File: src/rtl/lrsd_pkg.sv
package lrsd_pkg;

  localparam int Rows        = 8;
  localparam int LedsPerWord = 16;

  localparam int RowW      = $clog2(Rows);
  localparam int RowOutW   = 3;
  localparam int PhaseW    = 2;
  localparam int LevelW    = 2;
  localparam int NumLevels = 4;
  localparam int SchedW    = 4;
  localparam int LevelsW   = 32;
  localparam int CntW      = (LedsPerWord > 1) ? $clog2(LedsPerWord) : 1;

  typedef enum logic [1:0] {
    OP_ROW_START  = 2'd0,
    OP_SHIFT_WORD = 2'd1,
    OP_LATCH      = 2'd2
  } opcode_e;

  typedef enum logic [1:0] {
    KIND_ROW_INFO = 2'd0,
    KIND_SERIAL   = 2'd1,
    KIND_LATCH    = 2'd2
  } kind_e;

  // scan position seen by one item
  typedef struct packed {
    logic [RowW-1:0]   row;
    logic [PhaseW-1:0] phase;
  } scan_t;

  typedef logic [NumLevels-1:0][SchedW-1:0] sched_t;

endpackage

File: src/rtl/led_row_scan_dimming_serializer_unit.sv
// Row-scanned LED driver with four-phase temporal dimming. A row start transfer
// steps the row counter (and the dimming phase on row wrap) and returns one row
// info result; a latch transfer returns one result with the row select; a shift
// word transfer returns sixteen serial data results, first LED first, each the
// schedule bit of that LED's level at the current phase. Opcode 3 is dropped
// with no result. Every result carries row, mirrored row and phase as seen by
// its own transfer. Results go out at one per cycle while out_ready_i is high;
// row start and latch give one result each, shift word gives sixteen. An input
// transfer is taken while the last result of the previous item goes out, so
// single-result items also stream at one per cycle. Items pass the work
// register, then the result register. Schedule registers are written at any
// time with no wait state, but must only change while the block is idle.
module led_row_scan_dimming_serializer_unit (
  input  logic                                clk_i,
  input  logic                                rst_ni,
  // input items
  input  logic                                in_valid_i,
  output logic                                in_ready_o,
  input  logic [1:0]                          opcode_i,
  input  logic [lrsd_pkg::LevelsW-1:0]        levels_i,
  // results
  output logic                                out_valid_o,
  input  logic                                out_ready_i,
  output logic [1:0]                          kind_o,
  output logic                                serial_bit_o,
  output logic [lrsd_pkg::RowOutW-1:0]        row_index_o,
  output logic [lrsd_pkg::RowOutW-1:0]        mirrored_row_o,
  output logic [lrsd_pkg::PhaseW-1:0]         phase_o,
  output logic                                last_o,
  // schedule register writes
  input  logic                                cfg_valid_i,
  output logic                                cfg_ready_o,
  input  logic [$clog2(lrsd_pkg::NumLevels)-1:0] cfg_index_i,
  input  logic [lrsd_pkg::SchedW-1:0]         cfg_data_i
);

  logic              in_xfer;
  logic              advance;
  logic              load;
  lrsd_pkg::kind_e   load_kind;
  lrsd_pkg::scan_t   scan;
  lrsd_pkg::sched_t  sched_q, sched_d;

  assign in_xfer = in_valid_i && in_ready_o;

  // decode opcode, unused code gets neither a load nor a counter step
  always_comb begin
    advance   = 1'b0;
    load      = 1'b0;
    load_kind = lrsd_pkg::KIND_ROW_INFO;
    unique case (opcode_i)
      lrsd_pkg::OP_ROW_START: begin
        advance   = in_xfer;
        load      = in_xfer;
        load_kind = lrsd_pkg::KIND_ROW_INFO;
      end
      lrsd_pkg::OP_SHIFT_WORD: begin
        load      = in_xfer;
        load_kind = lrsd_pkg::KIND_SERIAL;
      end
      lrsd_pkg::OP_LATCH: begin
        load      = in_xfer;
        load_kind = lrsd_pkg::KIND_LATCH;
      end
      default: begin
        load = 1'b0;
      end
    endcase
  end

  // schedule registers, bit p is the on state in phase p
  assign cfg_ready_o = 1'b1;

  always_comb begin
    sched_d = sched_q;
    if (cfg_valid_i) begin
      sched_d[cfg_index_i] = cfg_data_i;
    end
  end

  always_ff @(posedge clk_i or negedge rst_ni) begin
    if (!rst_ni) begin
      sched_q[0] <= lrsd_pkg::SchedW'(4'h0);
      sched_q[1] <= lrsd_pkg::SchedW'(4'h8);
      sched_q[2] <= lrsd_pkg::SchedW'(4'ha);
      sched_q[3] <= lrsd_pkg::SchedW'(4'hf);
    end else begin
      sched_q <= sched_d;
    end
  end

  // row and phase counters, snapshot travels with the item
  lrsd_counters u_counters (
    .clk_i     (clk_i),
    .rst_ni    (rst_ni),
    .advance_i (advance),
    .scan_o    (scan)
  );

  // work register plus result register
  lrsd_serializer u_serializer (
    .clk_i          (clk_i),
    .rst_ni         (rst_ni),
    .load_i         (load),
    .load_kind_i    (load_kind),
    .load_levels_i  (levels_i),
    .load_scan_i    (scan),
    .take_ok_o      (in_ready_o),
    .sched_i        (sched_q),
    .out_valid_o    (out_valid_o),
    .out_ready_i    (out_ready_i),
    .kind_o         (kind_o),
    .serial_bit_o   (serial_bit_o),
    .row_index_o    (row_index_o),
    .mirrored_row_o (mirrored_row_o),
    .phase_o        (phase_o),
    .last_o         (last_o)
  );

  // single-result kinds always close their item
  a_single_last: assert property (@(posedge clk_i) disable iff (!rst_ni)
    (out_valid_o && (kind_o != lrsd_pkg::KIND_SERIAL)) |-> last_o)
    else $error("row info or latch result without last");

  // row and latch results never drive data
  a_no_data: assert property (@(posedge clk_i) disable iff (!rst_ni)
    (out_valid_o && (kind_o != lrsd_pkg::KIND_SERIAL)) |-> !serial_bit_o)
    else $error("serial bit set on non-data result");

  // phase only moves when the row counter wraps to zero
  a_phase_on_wrap: assert property (@(posedge clk_i) disable iff (!rst_ni)
    (advance && (scan.phase != $past(scan.phase))) |-> (scan.row == '0))
    else $error("phase stepped without row wrap");

  // mirrored row pairs with row index
  a_mirror: assert property (@(posedge clk_i) disable iff (!rst_ni)
    out_valid_o |-> (lrsd_pkg::RowOutW'(row_index_o + mirrored_row_o)
                     == lrsd_pkg::RowOutW'(lrsd_pkg::Rows - 1)))
    else $error("mirrored row does not match row index");

endmodule

File: src/rtl/lrsd_counters.sv
module lrsd_counters (
  input  logic                clk_i,
  input  logic                rst_ni,
  input  logic                advance_i,
  output lrsd_pkg::scan_t     scan_o
);

  lrsd_pkg::scan_t scan_q, scan_d;

  always_comb begin
    scan_d = scan_q;
    if (advance_i) begin
      if (scan_q.row == lrsd_pkg::RowW'(lrsd_pkg::Rows - 1)) begin
        scan_d.row   = '0;
        scan_d.phase = scan_q.phase + 1'b1;
      end else begin
        scan_d.row = scan_q.row + 1'b1;
      end
    end
  end

  always_ff @(posedge clk_i or negedge rst_ni) begin
    if (!rst_ni) begin
      scan_q <= '0;
    end else begin
      scan_q <= scan_d;
    end
  end

  // row start reports the position after the step
  assign scan_o = scan_d;

endmodule

File: src/rtl/lrsd_serializer.sv
module lrsd_serializer (
  input  logic                          clk_i,
  input  logic                          rst_ni,
  input  logic                          load_i,
  input  lrsd_pkg::kind_e               load_kind_i,
  input  logic [lrsd_pkg::LevelsW-1:0]  load_levels_i,
  input  lrsd_pkg::scan_t               load_scan_i,
  output logic                          take_ok_o,
  input  lrsd_pkg::sched_t              sched_i,
  output logic                          out_valid_o,
  input  logic                          out_ready_i,
  output logic [1:0]                    kind_o,
  output logic                          serial_bit_o,
  output logic [lrsd_pkg::RowOutW-1:0]  row_index_o,
  output logic [lrsd_pkg::RowOutW-1:0]  mirrored_row_o,
  output logic [lrsd_pkg::PhaseW-1:0]   phase_o,
  output logic                          last_o
);

  localparam int WordW = lrsd_pkg::LevelW * lrsd_pkg::LedsPerWord;

  // work register
  logic                           w_valid_q, w_valid_d;
  lrsd_pkg::kind_e                w_kind_q, w_kind_d;
  logic [WordW-1:0]               w_levels_q, w_levels_d;
  lrsd_pkg::scan_t                w_scan_q, w_scan_d;
  logic [lrsd_pkg::CntW-1:0]      w_cnt_q, w_cnt_d;

  // result register
  logic                           o_valid_q, o_valid_d;
  lrsd_pkg::kind_e                o_kind_q, o_kind_d;
  logic                           o_bit_q, o_bit_d;
  logic [lrsd_pkg::RowOutW-1:0]   o_row_q, o_row_d;
  logic [lrsd_pkg::RowOutW-1:0]   o_mirror_q, o_mirror_d;
  logic [lrsd_pkg::PhaseW-1:0]    o_phase_q, o_phase_d;
  logic                           o_last_q, o_last_d;

  logic                           w_last;
  logic                           out_load;
  logic [lrsd_pkg::LevelW-1:0]    lvl;
  logic [lrsd_pkg::RowW-1:0]      mirror;

  assign w_last    = (w_kind_q != lrsd_pkg::KIND_SERIAL) || (w_cnt_q == '0);
  assign out_load  = w_valid_q && (!o_valid_q || out_ready_i);
  assign take_ok_o = !w_valid_q || (out_load && w_last);
  assign lvl       = w_levels_q[lrsd_pkg::LevelW-1:0];
  assign mirror    = lrsd_pkg::RowW'(lrsd_pkg::Rows - 1) - w_scan_q.row;

  always_comb begin
    w_valid_d  = w_valid_q;
    w_kind_d   = w_kind_q;
    w_levels_d = w_levels_q;
    w_scan_d   = w_scan_q;
    w_cnt_d    = w_cnt_q;
    if (out_load) begin
      if (w_last) begin
        w_valid_d = 1'b0;
      end else begin
        w_levels_d = w_levels_q >> lrsd_pkg::LevelW;
        w_cnt_d    = w_cnt_q - 1'b1;
      end
    end
    if (load_i) begin
      w_valid_d  = 1'b1;
      w_kind_d   = load_kind_i;
      w_levels_d = load_levels_i[WordW-1:0];
      w_scan_d   = load_scan_i;
      w_cnt_d    = lrsd_pkg::CntW'(lrsd_pkg::LedsPerWord - 1);
    end
  end

  always_comb begin
    o_valid_d  = o_valid_q;
    o_kind_d   = o_kind_q;
    o_bit_d    = o_bit_q;
    o_row_d    = o_row_q;
    o_mirror_d = o_mirror_q;
    o_phase_d  = o_phase_q;
    o_last_d   = o_last_q;
    if (out_load) begin
      o_valid_d  = 1'b1;
      o_kind_d   = w_kind_q;
      o_bit_d    = (w_kind_q == lrsd_pkg::KIND_SERIAL) && sched_i[lvl][w_scan_q.phase];
      o_row_d    = lrsd_pkg::RowOutW'(w_scan_q.row);
      o_mirror_d = lrsd_pkg::RowOutW'(mirror);
      o_phase_d  = w_scan_q.phase;
      o_last_d   = w_last;
    end else if (out_ready_i) begin
      o_valid_d = 1'b0;
    end
  end

  always_ff @(posedge clk_i or negedge rst_ni) begin
    if (!rst_ni) begin
      w_valid_q <= 1'b0;
      o_valid_q <= 1'b0;
    end else begin
      w_valid_q <= w_valid_d;
      o_valid_q <= o_valid_d;
    end
  end

  always_ff @(posedge clk_i) begin
    w_kind_q   <= w_kind_d;
    w_levels_q <= w_levels_d;
    w_scan_q   <= w_scan_d;
    w_cnt_q    <= w_cnt_d;
    o_kind_q   <= o_kind_d;
    o_bit_q    <= o_bit_d;
    o_row_q    <= o_row_d;
    o_mirror_q <= o_mirror_d;
    o_phase_q  <= o_phase_d;
    o_last_q   <= o_last_d;
  end

  assign out_valid_o    = o_valid_q;
  assign kind_o         = o_kind_q;
  assign serial_bit_o   = o_bit_q;
  assign row_index_o    = o_row_q;
  assign mirrored_row_o = o_mirror_q;
  assign phase_o        = o_phase_q;
  assign last_o         = o_last_q;

endmodule
File: config.mk
export PLATFORM = sky130hd
export DESIGN_NAME = led_row_scan_dimming_serializer_unit
export DESIGN_NICKNAME = d
export VERILOG_FILES = /design/src/rtl/lrsd_pkg.sv /design/src/rtl/led_row_scan_dimming_serializer_unit.sv /design/src/rtl/lrsd_counters.sv /design/src/rtl/lrsd_serializer.sv
export SDC_FILE = /design/constraint.sdc
export NUM_CORES = 1
export LEC_CHECK = 0
export ABC_AREA = 1
export BUFFER_PORTS_ARGS = -buffer_cell sky130_fd_sc_hd__buf_4
export CORE_MARGIN = 3
export CORE_UTILIZATION = 30
export DETAILED_ROUTE_END_ITERATION = 8
export PLACE_DENSITY = 0.46
export SYNTH_ARGS = -nofsm -noshare
export SYNTH_HDL_FRONTEND = slang
export SYNTH_SLANG_ARGS = --single-unit
File: constraint.sdc
create_clock -name clk_i -period 4.33 [get_ports clk_i]
set_input_delay 0.433 -clock clk_i [delete_from_list [all_inputs] [get_ports clk_i]]
set_output_delay 0.433 -clock clk_i [all_outputs]
set_load 0.05 [all_outputs]
==> results.json <==
{
  "status": "finished clean",
  "synth_top_family_by_area": "simple AND/OR/NAND/NOR gates",
  "synth_top_area_frac": 0.434,
  "drtIter0Drc": 154,
  "cts_setup_buffers": 0,
  "ys_top_cells_by_area": "edfxtp_1, nand2_1, dfrtp_1, nand4_1, dfstp_2",
  "endpoint_kind": "register",
  "ant_nets": 0,
  "muxShareOfSynthArea": 0,
  "cts.sinks": 78,
  "vias": 2513,
  "fmax_ghz": 0.390,
  "critPathKind": "reg -> reg",
  "synthAdderAreaFrac": 0.0248,
  "die_y_um": 114,
  "synthFlopType": "edfxtp_1",
  "worstPathRequired_ps": 4340,
  "fin_skew_ps": 7.74,
  "synth_cells": 356,
  "syn_to_final_growth_pct": 26.3,
  "p_leak_uw": 0.00210,
  "ir_drop_mv": 0.248,
  "arrival_ps": 2580,
  "num-nets-final": 465,
  "grt_pass1_vias": 2485,
  "ioPinCount": 60,
  "yosysMostFrequentCell": "nand2_1",
  "finalSetupTns_ps": 0,
  "syn_area_mm2": 0.00353,
  "cts_tree": "done",
  "critical_path.startpoint_type": "register",
  "io_buffers": 58,
  "synth_common_cells": "nand2_1, edfxtp_1, inv_1",
  "grt_usage": 0.119,
  "period_share": 0.592,
  "route.detailed.drc": 0,
  "ys_ff_latch": 78,
  "syn_nets": 408,
  "htree_levels": 3,
  "hp-class": "in -> reg",
  "synth_cell_types": 25,
  "viasPerCell": 4.50,
  "clock_latency_ps": 330,
  "die_w_um": 114,
  "synth_edf_count": 51,
  "clockBufferDepth": 2,
  "yosysSeqAreaShare": 0.622,
  "synth_async_sr_flop_share": 0.295,
  "yosys.area.top_type": "edfxtp_1",
  "initial_core_util": 0.316,
  "synthSimpleGateAreaFrac": 0.245,
  "hpwl_um": 4940,
  "p_per_area_mw_per_mm2": 549,
  "gp_congestion": 0.767,
  "clk_pin_slew_ps": 60,
  "avgSynthCellArea_um2": 9.91,
  "fin_crit_ps": 2560,
  "synth_compound_area_frac": 0.0270,
  "antenna_found_initial": 0,
  "max_cap_violations": 0,
  "fp.dieArea_mm2": 0.0131,
  "rows": 38,
  "setup_viol": 0,
  "rsz0062_at_grt": "false",
  "grt_max_degree": 40,
  "wire_per_inst_um": 12.9,
  "antenna_cells": 0,
  "report.final.slew_viol_count": 0,
  "synth_xor_area_frac": 0.00745,
  "final_util": 0.399,
  "yosys_warnings": 0,
  "path_max_fanout": 39,
  "hold_violations": 0,
  "cts-root-buf": "clkbuf_16",
  "drive_gt1_frac": 0.218,
  "drt-total-wl_um": 7220,
  "grt_pass1_wl_um": 12100,
  "firstDrtPassIters": 4,
  "cts_buffers": 9,
  "core_area_mm2": 0.0112,
  "gr-total-overflow": 0
}
-- layout make-up --
type                       instances  area [um^2]
clock inverter                     6          158
sequential                        78         2200
multi-input combinational        222         1080
tap                              140          175
timing repair buffer              63          475
inverter                          39          146
fill                            1117         6720
clock buffer                      10          229
-- repair_timing --
item | 4_1_cts | 5_1_grt
hold buffers | 1 | 0
resized for setup | 0 | 0
endpoints found under the hold margin | 3 | 0
endpoints found under the setup margin | 0 | 0
-- flip-flops by register name, summed over array words and instances (netlist names) --
signal	flops
sched_q	16
u_counters.scan_q	5
u_serializer.kind_o	2
u_serializer.last_o	1
u_serializer.mirrored_row_o	3
u_serializer.out_valid_o	1
u_serializer.phase_o	2
u_serializer.row_index_o	3
u_serializer.serial_bit_o	1
u_serializer.w_cnt_q	4
u_serializer.w_kind_q	2
u_serializer.w_levels_q	32
u_serializer.w_scan_q	5
u_serializer.w_valid_q	1
-- layer usage --
layer / GRT usage / up-vias / part of all wire
li1: - / 1310 / -
met1: 0.163 / 1133 / 0.50
met2: 0.175 / 59 / 0.43
met3: 0.0243 / 11 / 0.047
met4: 0.0641 / 0 / 0.022
met5: 0 / - / 0
-- power breakdown --
group | internal [uW] | switching, uW | leakage (uW)
sequential | 974 | 62.4 | 0.000800
clock | 680 | 290 | 0.000183
combinational | 147 | 293 | 0.00111
-- critical path: stages (launching register included) --
cell and delay [ps]:
dfxtp_1 310, inv_1 90, ha_1 210, nand3_2 110
nand3_2 80, nand2_1 50, nand2_1 50, buf_4 350
nand3_2 390, buf_4 350, inv_1 230
-- cells by family (layout without fill, tap and decap cells) --
| group | after synthesis | after routing |
|---|---|---|
| simple gates | 192 | 192 |
| flops | 78 | 78 |
| buf+inv | 56 | 118 |
| compound gates | 19 | 19 |
| fa+ha+maj | 7 | 7 |
| xor+xnor | 3 | 3 |
| other cells | 1 | 1 |
-- placed cells by master, fill, tap and decap left out, drive strengths merged --
cell	n
dlygate4sd3	1
xnor2	1
clkinvlp	1
a21oi	1
nand3b	1
edfxtp	51
nand2	125
clkbuf	10
conb	1
or2	1
buf	62
nand3	22
nand4	36
dfrtp	16
xor2	2
o21ai	18
inv	39
ha	7
nor2	7
bufinv	5
dfstp	7
dfxtp	4
-- stage by stage --
stage | std cells | total power [uW] | cell area, um^2 | hold slack [ps] | setup WS (ps)
2_1_floorplan | 356 | 1360 | 3530 | 137 | 1890
3_3_place_gp | 541 | 1490 | 4060 | 354 | 1830
3_5_place_dp | 541 | 1500 | 4060 | 357 | 1780
4_1_cts | 558 | 2480 | 4460 | 385 | 1760
5_1_grt | 558 | 2570 | 4460 | 413 | 1470
6_report | 558 | 2450 | 4460 | 400 | 1770
-- final timing paths --
| path | from | endpoint | slack (ps) | cells past startpoint |
|---|---|---|---|---|
| setup / recovery | u_serializer.w_cnt_q[0]$_SDFFE_PN1P_ | u_serializer.w_kind_q[1]$_SDFFCE_PN0N_ | 1770 | 10 |
| hold reg to reg | u_serializer.w_kind_q[1]$_SDFFCE_PN0N_ | u_serializer.kind_o[1]$_DFFE_PP_ | 450 | 0 |
| setup reg to reg | u_serializer.w_cnt_q[0]$_SDFFE_PN1P_ | u_serializer.w_kind_q[1]$_SDFFCE_PN0N_ | 1770 | 10 |
| min in group asynchronous | rst_ni | sched_q[6]$_DFFE_PN0P_ | 550 | 2 |
| hold / removal | levels_i[31] | u_serializer.w_levels_q[31]$_SDFFCE_PP0P_ | 400 | 3 |
| max in group asynchronous | rst_ni | sched_q[12]$_DFFE_PN1P_ | 3490 | 2 |
Power figures use the tool's default switching activity.
